==> src/rtl/eyerem_pkg.sv <==
// Shared constants and types for the eye-motion REM detector.
// Depends on nothing; imported by the top level.
`timescale 1ns / 1ps
`default_nettype none

package eyerem_pkg;

    typedef logic [31:0] ms_t;
    typedef logic [7:0]  count_t;
    typedef logic [8:0]  toggle_t;

    // Button actions carried in tuser.
    localparam logic [1:0] ACT_TICK    = 2'd0;
    localparam logic [1:0] ACT_SNOOZE  = 2'd1;
    localparam logic [1:0] ACT_RESTART = 2'd2;

    // Configuration register indexes.
    localparam logic [2:0] REG_SENSITIVITY  = 3'd0;
    localparam logic [2:0] REG_TRIGGER      = 3'd1;
    localparam logic [2:0] REG_DECAY_PERIOD = 3'd2;
    localparam logic [2:0] REG_INIT_DELAY   = 3'd3;
    localparam logic [2:0] REG_SNOOZE       = 3'd4;
    localparam logic [2:0] REG_POST_DELAY   = 3'd5;
    localparam logic [2:0] REG_SIGNAL_COUNT = 3'd6;
    localparam logic [2:0] REG_SIGNAL_LEN   = 3'd7;

    localparam int CFG_DATA_W = 22;

    // Register values after reset.
    localparam logic [11:0] RST_SENSITIVITY  = 12'd45;
    localparam logic [5:0]  RST_TRIGGER      = 6'd5;
    localparam logic [15:0] RST_DECAY_PERIOD = 16'd12000;
    localparam logic [21:0] RST_INIT_DELAY   = 22'd12000;
    localparam logic [21:0] RST_SNOOZE       = 22'd6000;
    localparam logic [21:0] RST_POST_DELAY   = 22'd300000;
    localparam logic [7:0]  RST_SIGNAL_COUNT = 8'd20;
    localparam logic [15:0] RST_SIGNAL_LEN   = 16'd500;

    localparam ms_t     RST_DETECT_START = 32'd12000;
    localparam ms_t     RETRY_MS         = 32'd100;
    localparam toggle_t TOGGLE_MAX       = 9'd511;
    localparam count_t  COUNT_MAX        = 8'd255;

    // Floor of x/3 for 12-bit x: x * 2731 >> 13 is exact over the whole range.
    localparam logic [11:0] DIV3_RECIP = 12'd2731;
    localparam int          DIV3_SHIFT = 13;

endpackage

`default_nettype wire

==> src/rtl/eye_motion_rem_detector_top.sv <==
// Top level of the eye-motion REM detector with light alert.
// Depends on eyerem_pkg for constants, register indexes and action codes.
//
//  Channel | Signals                              | Item
//  --------+--------------------------------------+------------------------------------
//  in      | s_tvalid s_tready s_tdata s_tuser    | one 1 ms tick: action and two samples
//  out     | m_tvalid m_tready m_tdata            | LED, alert flag, counts, beep
//  cfg     | cfg_valid cfg_ready cfg_index cfg_data | one register write
//
// An item waits in the input register and is then evaluated against the state
// registers in one pass into the output register. One item per cycle is sustained
// while m_tready holds. The input register advances whenever the output register is
// empty or being taken, so an item is accepted while a result still waits.
// Reset clears the pipeline valids, restores the register defaults and sets the
// time base and detection state to their initial values. cfg_ready is always high.
`timescale 1ns / 1ps
`default_nettype none

module eye_motion_rem_detector_top
    import eyerem_pkg::*;
#(
    parameter int SAMPLE_BITS = 12
)
(
    input  wire logic                  clk,
    input  wire logic                  rst_n,
    input  wire logic                  s_tvalid,
    output logic                       s_tready,
    // [SAMPLE_BITS-1:0] left_sample, [2*SAMPLE_BITS-1:SAMPLE_BITS] right_sample
    input  wire logic [((2 * SAMPLE_BITS + 7) / 8) * 8 - 1:0] s_tdata,
    // [1:0] action
    input  wire logic [1:0]            s_tuser,
    output logic                       m_tvalid,
    input  wire logic                  m_tready,
    // [0] led_on, [1] alert_active, [9:2] left_movements,
    // [17:10] right_movements, [18] baseline_beep
    output logic [((19 + 7) / 8) * 8 - 1:0] m_tdata,
    input  wire logic                  cfg_valid,
    output logic                       cfg_ready,
    input  wire logic [2:0]            cfg_index,
    input  wire logic [CFG_DATA_W-1:0] cfg_data
);

    localparam int IN_DATA_W  = ((2 * SAMPLE_BITS + 7) / 8) * 8;
    localparam int OUT_BITS   = 19;
    localparam int OUT_DATA_W = ((OUT_BITS + 7) / 8) * 8;
    localparam int CMP_W      = (SAMPLE_BITS > 12) ? SAMPLE_BITS : 12;

    typedef logic [SAMPLE_BITS-1:0] sample_t;

    // Configuration registers.
    logic [11:0] sensitivity_reg;
    logic [5:0]  trigger_reg;
    logic [15:0] decay_period_reg;
    logic [21:0] init_delay_reg;
    logic [21:0] snooze_reg;
    logic [21:0] post_delay_reg;
    logic [7:0]  signal_count_reg;
    logic [15:0] signal_len_reg;

    // Input register.
    logic        in_valid_reg;
    logic [1:0]  in_action_reg;
    sample_t     in_smp_reg [2];

    // Output register.
    logic                  out_valid_reg;
    logic [OUT_DATA_W-1:0] out_data_reg;
    logic [OUT_DATA_W-1:0] out_data_next;

    // Detector state.
    ms_t     now_reg, now_next;
    ms_t     detect_start_reg, detect_start_next;
    ms_t     last_decay_reg, last_decay_next;
    sample_t baseline_reg [2];
    sample_t baseline_next [2];
    count_t  count_reg [2];
    count_t  count_next [2];
    logic    alert_reg, alert_next;
    toggle_t toggles_reg, toggles_next;
    ms_t     next_toggle_reg, next_toggle_next;
    logic    led_reg, led_next;

    logic advance;

    assign advance   = in_valid_reg && (!out_valid_reg || m_tready);
    assign s_tready  = !in_valid_reg || advance;
    assign m_tvalid  = out_valid_reg;
    assign m_tdata   = out_data_reg;
    assign cfg_ready = 1'b1;

    // ---------------------------------------------------------------- config
    always_ff @(posedge clk or negedge rst_n)
    begin
        if (!rst_n)
        begin
            sensitivity_reg  <= RST_SENSITIVITY;
            trigger_reg      <= RST_TRIGGER;
            decay_period_reg <= RST_DECAY_PERIOD;
            init_delay_reg   <= RST_INIT_DELAY;
            snooze_reg       <= RST_SNOOZE;
            post_delay_reg   <= RST_POST_DELAY;
            signal_count_reg <= RST_SIGNAL_COUNT;
            signal_len_reg   <= RST_SIGNAL_LEN;
        end
        else if (cfg_valid)
        begin
            unique case (cfg_index)
                REG_SENSITIVITY:  sensitivity_reg  <= cfg_data[11:0];
                REG_TRIGGER:      trigger_reg      <= cfg_data[5:0];
                REG_DECAY_PERIOD: decay_period_reg <= cfg_data[15:0];
                REG_INIT_DELAY:   init_delay_reg   <= cfg_data;
                REG_SNOOZE:       snooze_reg       <= cfg_data;
                REG_POST_DELAY:   post_delay_reg   <= cfg_data;
                REG_SIGNAL_COUNT: signal_count_reg <= cfg_data[7:0];
                REG_SIGNAL_LEN:   signal_len_reg   <= cfg_data[15:0];
                default:          ;
            endcase
        end
    end

    // ---------------------------------------------------------- input stage
    always_ff @(posedge clk or negedge rst_n)
    begin
        if (!rst_n)
        begin
            in_valid_reg <= 1'b0;
        end
        else if (s_tready)
        begin
            in_valid_reg <= s_tvalid;
        end
    end

    always_ff @(posedge clk)
    begin
        if (s_tready && s_tvalid)
        begin
            in_action_reg <= s_tuser;
            in_smp_reg[0] <= s_tdata[SAMPLE_BITS-1:0];
            in_smp_reg[1] <= s_tdata[2*SAMPLE_BITS-1:SAMPLE_BITS];
        end
    end

    // ------------------------------------------------------ evaluation pass
    logic [23:0]      sens_prod;
    logic [CMP_W-1:0] sens_div3;
    logic [CMP_W-1:0] sens_w;

    assign sens_prod = sensitivity_reg * DIV3_RECIP;
    assign sens_div3 = CMP_W'(sens_prod[23:DIV3_SHIFT]);
    assign sens_w    = CMP_W'(sensitivity_reg);

    function automatic sample_t abs_diff(input sample_t a, input sample_t b);
        abs_diff = (a >= b) ? (a - b) : (b - a);
    endfunction

    always_comb
    begin
        ms_t              t;
        ms_t              ds0;
        logic             alert0, led0, led1, beep;
        sample_t          bl0 [2];
        count_t           cnt1 [2];
        sample_t          dev_l, dev_r, dev_max, dev;
        logic             decay_hit, detect, trig, tog;
        ms_t              decay_due, decay_late;
        toggle_t          td1;

        t                = now_reg;
        now_next         = t + 32'd1;
        ds0              = detect_start_reg;
        alert0           = alert_reg;
        led0             = led_reg;
        beep             = 1'b0;
        bl0[0]           = baseline_reg[0];
        bl0[1]           = baseline_reg[1];
        dev_l            = abs_diff(in_smp_reg[0], baseline_reg[0]);
        dev_r            = abs_diff(in_smp_reg[1], baseline_reg[1]);
        dev_max          = (dev_l >= dev_r) ? dev_l : dev_r;

        // Button action.
        if (in_action_reg == ACT_RESTART)
        begin
            alert0 = 1'b0;
            led0   = 1'b0;
            ds0    = t + ms_t'(init_delay_reg);
            if (CMP_W'(dev_max) >= sens_div3)
            begin
                bl0[0] = in_smp_reg[0];
                bl0[1] = in_smp_reg[1];
                beep   = 1'b1;
            end
        end
        else if (in_action_reg == ACT_SNOOZE)
        begin
            alert0 = 1'b0;
            led0   = 1'b0;
            ds0    = (detect_start_reg > t) ? (detect_start_reg + ms_t'(snooze_reg))
                                            : (t + ms_t'(snooze_reg));
        end

        // Leaky decay of the counts.
        decay_due  = last_decay_reg + ms_t'(decay_period_reg);
        decay_late = last_decay_reg + ms_t'({decay_period_reg, 1'b0});
        decay_hit  = (decay_due <= t);
        last_decay_next = last_decay_reg;
        for (int e = 0; e < 2; e++)
        begin
            cnt1[e] = (decay_hit && count_reg[e] != '0) ? count_reg[e] - 8'd1 : count_reg[e];
        end
        if (decay_hit)
        begin
            last_decay_next = (decay_late < t) ? t : decay_due;
        end

        // Movement detection.
        detect            = (ds0 <= t);
        detect_start_next = ds0;
        alert_next        = alert0;
        for (int e = 0; e < 2; e++)
        begin
            baseline_next[e] = bl0[e];
            count_next[e]    = cnt1[e];
            dev              = abs_diff(in_smp_reg[e], bl0[e]);
            if (detect && CMP_W'(dev) >= sens_w)
            begin
                count_next[e]    = (cnt1[e] != COUNT_MAX) ? cnt1[e] + 8'd1 : cnt1[e];
                baseline_next[e] = in_smp_reg[e];
            end
        end
        trig = (count_next[0] >= 8'(trigger_reg)) || (count_next[1] >= 8'(trigger_reg));
        if (detect)
        begin
            if (trig)
            begin
                detect_start_next = t + ms_t'(post_delay_reg);
                alert_next        = 1'b1;
            end
            else
            begin
                detect_start_next = t + RETRY_MS;
            end
        end

        // LED alert sequence.
        led_next         = led0;
        toggles_next     = toggles_reg;
        next_toggle_next = next_toggle_reg;
        tog  = (next_toggle_reg <= t);
        led1 = tog ? !led0 : led0;
        td1  = (tog && toggles_reg != TOGGLE_MAX) ? toggles_reg + 9'd1 : toggles_reg;
        if (alert_next)
        begin
            if (tog)
            begin
                next_toggle_next = t + ms_t'(signal_len_reg);
            end
            toggles_next = td1;
            led_next     = led1;
            if (td1 >= {signal_count_reg, 1'b0})
            begin
                led_next   = 1'b0;
                alert_next = 1'b0;
            end
        end
        else
        begin
            toggles_next = '0;
        end

        out_data_next = OUT_DATA_W'({beep, count_next[1], count_next[0], alert_next,
                                     led_next});
    end

    // ------------------------------------------------- state and result regs
    always_ff @(posedge clk or negedge rst_n)
    begin
        if (!rst_n)
        begin
            now_reg          <= '0;
            detect_start_reg <= RST_DETECT_START;
            last_decay_reg   <= '0;
            baseline_reg[0]  <= '0;
            baseline_reg[1]  <= '0;
            count_reg[0]     <= '0;
            count_reg[1]     <= '0;
            alert_reg        <= 1'b0;
            toggles_reg      <= '0;
            next_toggle_reg  <= '0;
            led_reg          <= 1'b0;
        end
        else if (advance)
        begin
            now_reg          <= now_next;
            detect_start_reg <= detect_start_next;
            last_decay_reg   <= last_decay_next;
            baseline_reg[0]  <= baseline_next[0];
            baseline_reg[1]  <= baseline_next[1];
            count_reg[0]     <= count_next[0];
            count_reg[1]     <= count_next[1];
            alert_reg        <= alert_next;
            toggles_reg      <= toggles_next;
            next_toggle_reg  <= next_toggle_next;
            led_reg          <= led_next;
        end
    end

    always_ff @(posedge clk or negedge rst_n)
    begin
        if (!rst_n)
        begin
            out_valid_reg <= 1'b0;
        end
        else if (advance)
        begin
            out_valid_reg <= 1'b1;
        end
        else if (m_tready)
        begin
            out_valid_reg <= 1'b0;
        end
    end

    always_ff @(posedge clk)
    begin
        if (advance)
        begin
            out_data_reg <= out_data_next;
        end
    end

`ifndef SYNTHESIS
    // The LED is only ever lit while an alert sequence runs.
    assert property (@(posedge clk) disable iff (!rst_n)
        m_tvalid && m_tdata[0] |-> m_tdata[1])
        else $error("LED lit without a running alert");

    // The time base moves by exactly one millisecond per evaluated item.
    assert property (@(posedge clk) disable iff (!rst_n)
        advance |=> now_reg == $past(now_reg) + 32'd1)
        else $error("time base did not advance by one");

    // A baseline beep can only come from a restart item.
    assert property (@(posedge clk) disable iff (!rst_n)
        advance && in_action_reg != ACT_RESTART |=> !m_tdata[18])
        else $error("baseline beep without restart");

    // A held input register keeps its item until the result side frees up.
    assert property (@(posedge clk) disable iff (!rst_n)
        in_valid_reg && !advance |=> in_valid_reg && $stable(in_action_reg))
        else $error("pending item lost from the input register");
`endif

endmodule

`default_nettype wire

==> config.mk <==
export PLATFORM = sky130hd
export DESIGN_NAME = eye_motion_rem_detector_top
export DESIGN_NICKNAME = d
export VERILOG_FILES = /design/src/rtl/eyerem_pkg.sv /design/src/rtl/eye_motion_rem_detector_top.sv
export SDC_FILE = /design/constraint.sdc
export NUM_CORES = 2
export LEC_CHECK = 0
export ABC_CLOCK_PERIOD_IN_PS = 24000
export BUFFER_PORTS_ARGS = -buffer_cell sky130_fd_sc_hd__buf_2
export CAP_MARGIN = 15
export CORE_ASPECT_RATIO = 0.75
export CORE_MARGIN = 1.5
export CORE_UTILIZATION = 55
export DETAILED_ROUTE_END_ITERATION = 7
export PLACE_DENSITY = 0.83
export SLEW_MARGIN = 20
export SYNTH_ARGS = -nofsm -noshare
export SYNTH_HDL_FRONTEND = slang
export SYNTH_SLANG_ARGS = --single-unit
==> constraint.sdc <==
create_clock -name clk -period 24 [get_ports clk]
set_input_delay 3.6 -clock clk [delete_from_list [all_inputs] [get_ports clk]]
set_output_delay 3.6 -clock clk [all_outputs]
set_load 0.005 [all_outputs]
==> run summary <==
The synthesized cell area came out at 34800 um2. The slew of the pin with the lowest slew margin is 1.12 ns. In this run the remaining antenna-violating nets after routing total 0. Setup repair after global routing left no endpoint under its margin. The most common cell in the netlist is sky130_fd_sc_hd__ha_1. In this run the static leakage power is 0.0177 uW. The net load switching power came out at 3070 uW. The final routed wire length divided by cell count is 21.6 um.

The number of ports placed on the die boundary is 83. The checks that failed: DRC. The overall track demand over capacity in global routing is 31.5%. The first routing iteration left 3513 violations. The post-route met1 wirelength is 46600 um. Synthesis instantiated 92 different standard cells from the library. In this design, the stage delay of the slowest critical-path cell is 1.01 ns. Of the available clock period, the critical path in the final layout requires 70.3%. The number of pins exceeding their max-slew limit in the final report is 0. The final sum of negative setup slack came out at 0 ns. The cell area after placement came out at 36000 um2. The cell area after layout is 37500 um2.

The cell count after placement is 4730. The power density over the cells is 163 nW/um2. The number of cells produced by synthesis came out at 3950. The commonest cells after synthesis are sky130_fd_sc_hd__ha_1, sky130_fd_sc_hd__nand2_1, sky130_fd_sc_hd__inv_1. The average instance area after synthesis came out at 8.82 um2.

The detailed router used layers up to and including met5. Counting the fill cells in the layout gives 5329. Per report_power, the combinational group accounts for 73.5% of the total.

The internal power of the cells totals 3060 uW. The worst relative slew slack came out at 25.6%. The overflow left after global routing is 0. The number of rows in the core area came out at 79. The final-report hold violation count is 0. The most used flip-flop cell after synthesis is sky130_fd_sc_hd__dfrtp_1. The total of max-cap violations came out at 0. The routed design uses 12500 um of met3 wire.

The length of the first detailed-routing pass in iterations is 8. Setup violations remaining at the end of the flow were counted as 0. The CTS root buffer is sky130_fd_sc_hd__clkbuf_16. The sequential share of power is 14.9%.

The horizontal die dimension is 294 um. The flow ran to the end, but the final reports show violations. The fraction of the yosys area taken by sequential cells is 26.0%.

The first global-routing pass estimated 163000 um of wire. The maximum clock frequency came out at 0.0593 GHz. Counting flops with a built-in enable in the synthesized netlist gives 45.

Of all nets on the critical path, the largest fanout is 54. The via count of the first global-routing pass came out at 29000. Counting flops with an async set or reset pin after synthesis yields a share of 87.1%. The routability congestion estimate came out at 0.974.

The floorplan die height came out at 221 um. The storage element area is 9050 um2. The pin count of the biggest net entering global routing came out at 104. The peak supply drop is 0.000174 V.

In this run the post-CTS setup repair buffer count came out at 0. The area fraction of the dominant cell type after synthesis is 18.8%. The area occupied by multi-input gates is 24100 um2. The floorplan die area is 64800 um2. The post-layout minimum cycle time is 16.87 ns. The final cell count without fillers is 4810. Summing over every cut layer, the via total after detailed routing is 30900.

The number of gates resized after cts came out at 0. The number of hold buffers added after CTS came out at 0. Clock latency on the worst-skew pair, taken at its later pin, is 0.62 ns. The HPWL reported at the end of detailed placement came out at 78500 um. Sorting the synthesized cells by area gives the leading types as sky130_fd_sc_hd__ha_1, sky130_fd_sc_hd__dfrtp_1, sky130_fd_sc_hd__xnor2_1, sky130_fd_sc_hd__mux2_2, sky130_fd_sc_hd__edfxtp_1.

The number of antenna violations at the first check in global routing came out at 6. The clock group share of total power came out at 11.7%. The effective utilization at floorplan came out at 55.9%. The biggest area contributor in the post-synthesis netlist is sky130_fd_sc_hd__ha_1. The setup slack of the most critical reg-to-reg path is 7.13 ns. The per-cell via count in the routed design came out at 6.42. Compared with the post-synthesis result, the final layout area differs by 7.74%. TritonCTS built the clock tree. The signal arrival time at the worst endpoint is 17.36 ns. The tightest min-delay check is of the register to register type. The data required time at the worst endpoint is 24.49 ns. The cell with the largest stage delay on the worst path is sky130_fd_sc_hd__and2_2. The count of input and output buffers came out at 76. Wires add up to 104000 um.

The kind of capture point of the worst setup path is a register. The standard cell core area came out at 62300 um2. The number of remaining DRC errors came out at 1. The deepest level of the CTS H-tree came out at 2.

STA classifies the critical path startpoint as a register. The detailed-routed wire length on met2 came out at 41900 um. The proportion of total power due to net switching came out at 50.1%. The critical path is of the register to register type.

The share of post-route cells with drive strength above 1 is 10.0%. The CTS buffer count came out at 42. The clock-pin transition on the worst setup and hold timing paths is 0.06 ns. The setup skew after layout came out at 0.0356 ns. The maximum count of clock buffers along a single path is 3. Clock tree synthesis found a total of 350 sinks. The final layout net count is 4595. The number of synthesized register bits came out at 350. Among the stages of the critical path, the cell type that occurs most often is sky130_fd_sc_hd__o21ai_0. The Yosys step of the flow raised 0 warnings.
==> worst max-delay path, delay by kind of cell, from the launching register on <==
kind / cells / cell delay [ns]
AOI/OAI and AO/OA: 38 / 8.82
and+or+nand+nor: 11 / 2.33
adders and majority gates: 7 / 2.06
muxes: 5 / 1.70
buffers and inverters: 5 / 0.87
xor gates and xnor gates: 2 / 0.47
DFF: 1 / 0.45
==> area by class of cell <==
cell class	count	share of cell area (%)
antenna	1	0.00667
clock inverter	25	0.951
tap	810	2.70
inverter	298	2.98
clock buffer	53	3.05
sequential	350	24.1
multi-input combinational	3157	64.3
timing repair buffer	116	1.89
==> through the flow <==
stage                     hold WS [ns]  total power, uW  util (%)  setup slack (ns)
after floorplan                  0.450             4190         -             10.17
after global placement           0.468             5130      57.8              8.28
after detailed placement         0.483             5260      57.8              7.84
after CTS                        0.497             6020      60.2              7.67
after global routing             0.506             6660      60.2              5.96
final                            0.496             6130      60.2              7.13
==> logic make-up (layout without fill, tap and decap cells) <==
logic type | after synthesis | in the layout | share of synthesized area (%)
and+or+nand+nor | 1064 | 1064 | 14.4
other | 2 | 7 | 0.0216
muxes | 223 | 223 | 6.97
DFF | 350 | 350 | 26.0
xor gates and xnor gates | 266 | 266 | 6.69
adders and majority gates | 574 | 574 | 21.7
buffers and inverters | 447 | 492 | 5.06
AOI/OAI and AO/OA | 1024 | 1024 | 19.1
==> cells in the final DEF (no fill, tap or decap), types with 122 or more instances in the layout <==
master                      n
sky130_fd_sc_hd__a21o_1   169
sky130_fd_sc_hd__a21oi_1  228
sky130_fd_sc_hd__dfrtp_1  255
sky130_fd_sc_hd__ha_1     522
sky130_fd_sc_hd__inv_1    289
sky130_fd_sc_hd__mux2_2   122
sky130_fd_sc_hd__nand2_1  345
sky130_fd_sc_hd__nor2_1   256
sky130_fd_sc_hd__o21ai_0  240
sky130_fd_sc_hd__xnor2_1  199
==> power by group through the flow <==
| stage | sequential [uW] | combinational (uW) | clock, uW |
|---|---|---|---|
| floorplan | 866 | 3320 | 0 |
| CTS | 904 | 4400 | 719 |
| finish | 910 | 4500 | 715 |
| global placement | 906 | 4230 | 0 |
| detailed placement | 913 | 4340 | 0 |
| global route | 925 | 5000 | 743 |
==> final timing paths <==
path | end | from | depth (start not counted)
max reg2reg | detect_start_reg[31] | in_smp_reg[0][12] | 68
min in group asynchronous | now_reg[26] | rst_n | 1
max in group asynchronous | last_decay_reg[5] | rst_n | 2
max | detect_start_reg[31] | in_smp_reg[0][12] | 68
min | next_toggle_reg[9] | next_toggle_reg[9] | 1
min reg2reg | next_toggle_reg[9] | next_toggle_reg[9] | 1
==> per-layer routing <==
metal  vias up  global-route usage [%]
met1     14700                    46.8
li1      14200                       -
met5         -                       0
met3       240                    8.07
met4         6                    8.85
met2      1685                    44.8
(Power assumes the default switching activity.)
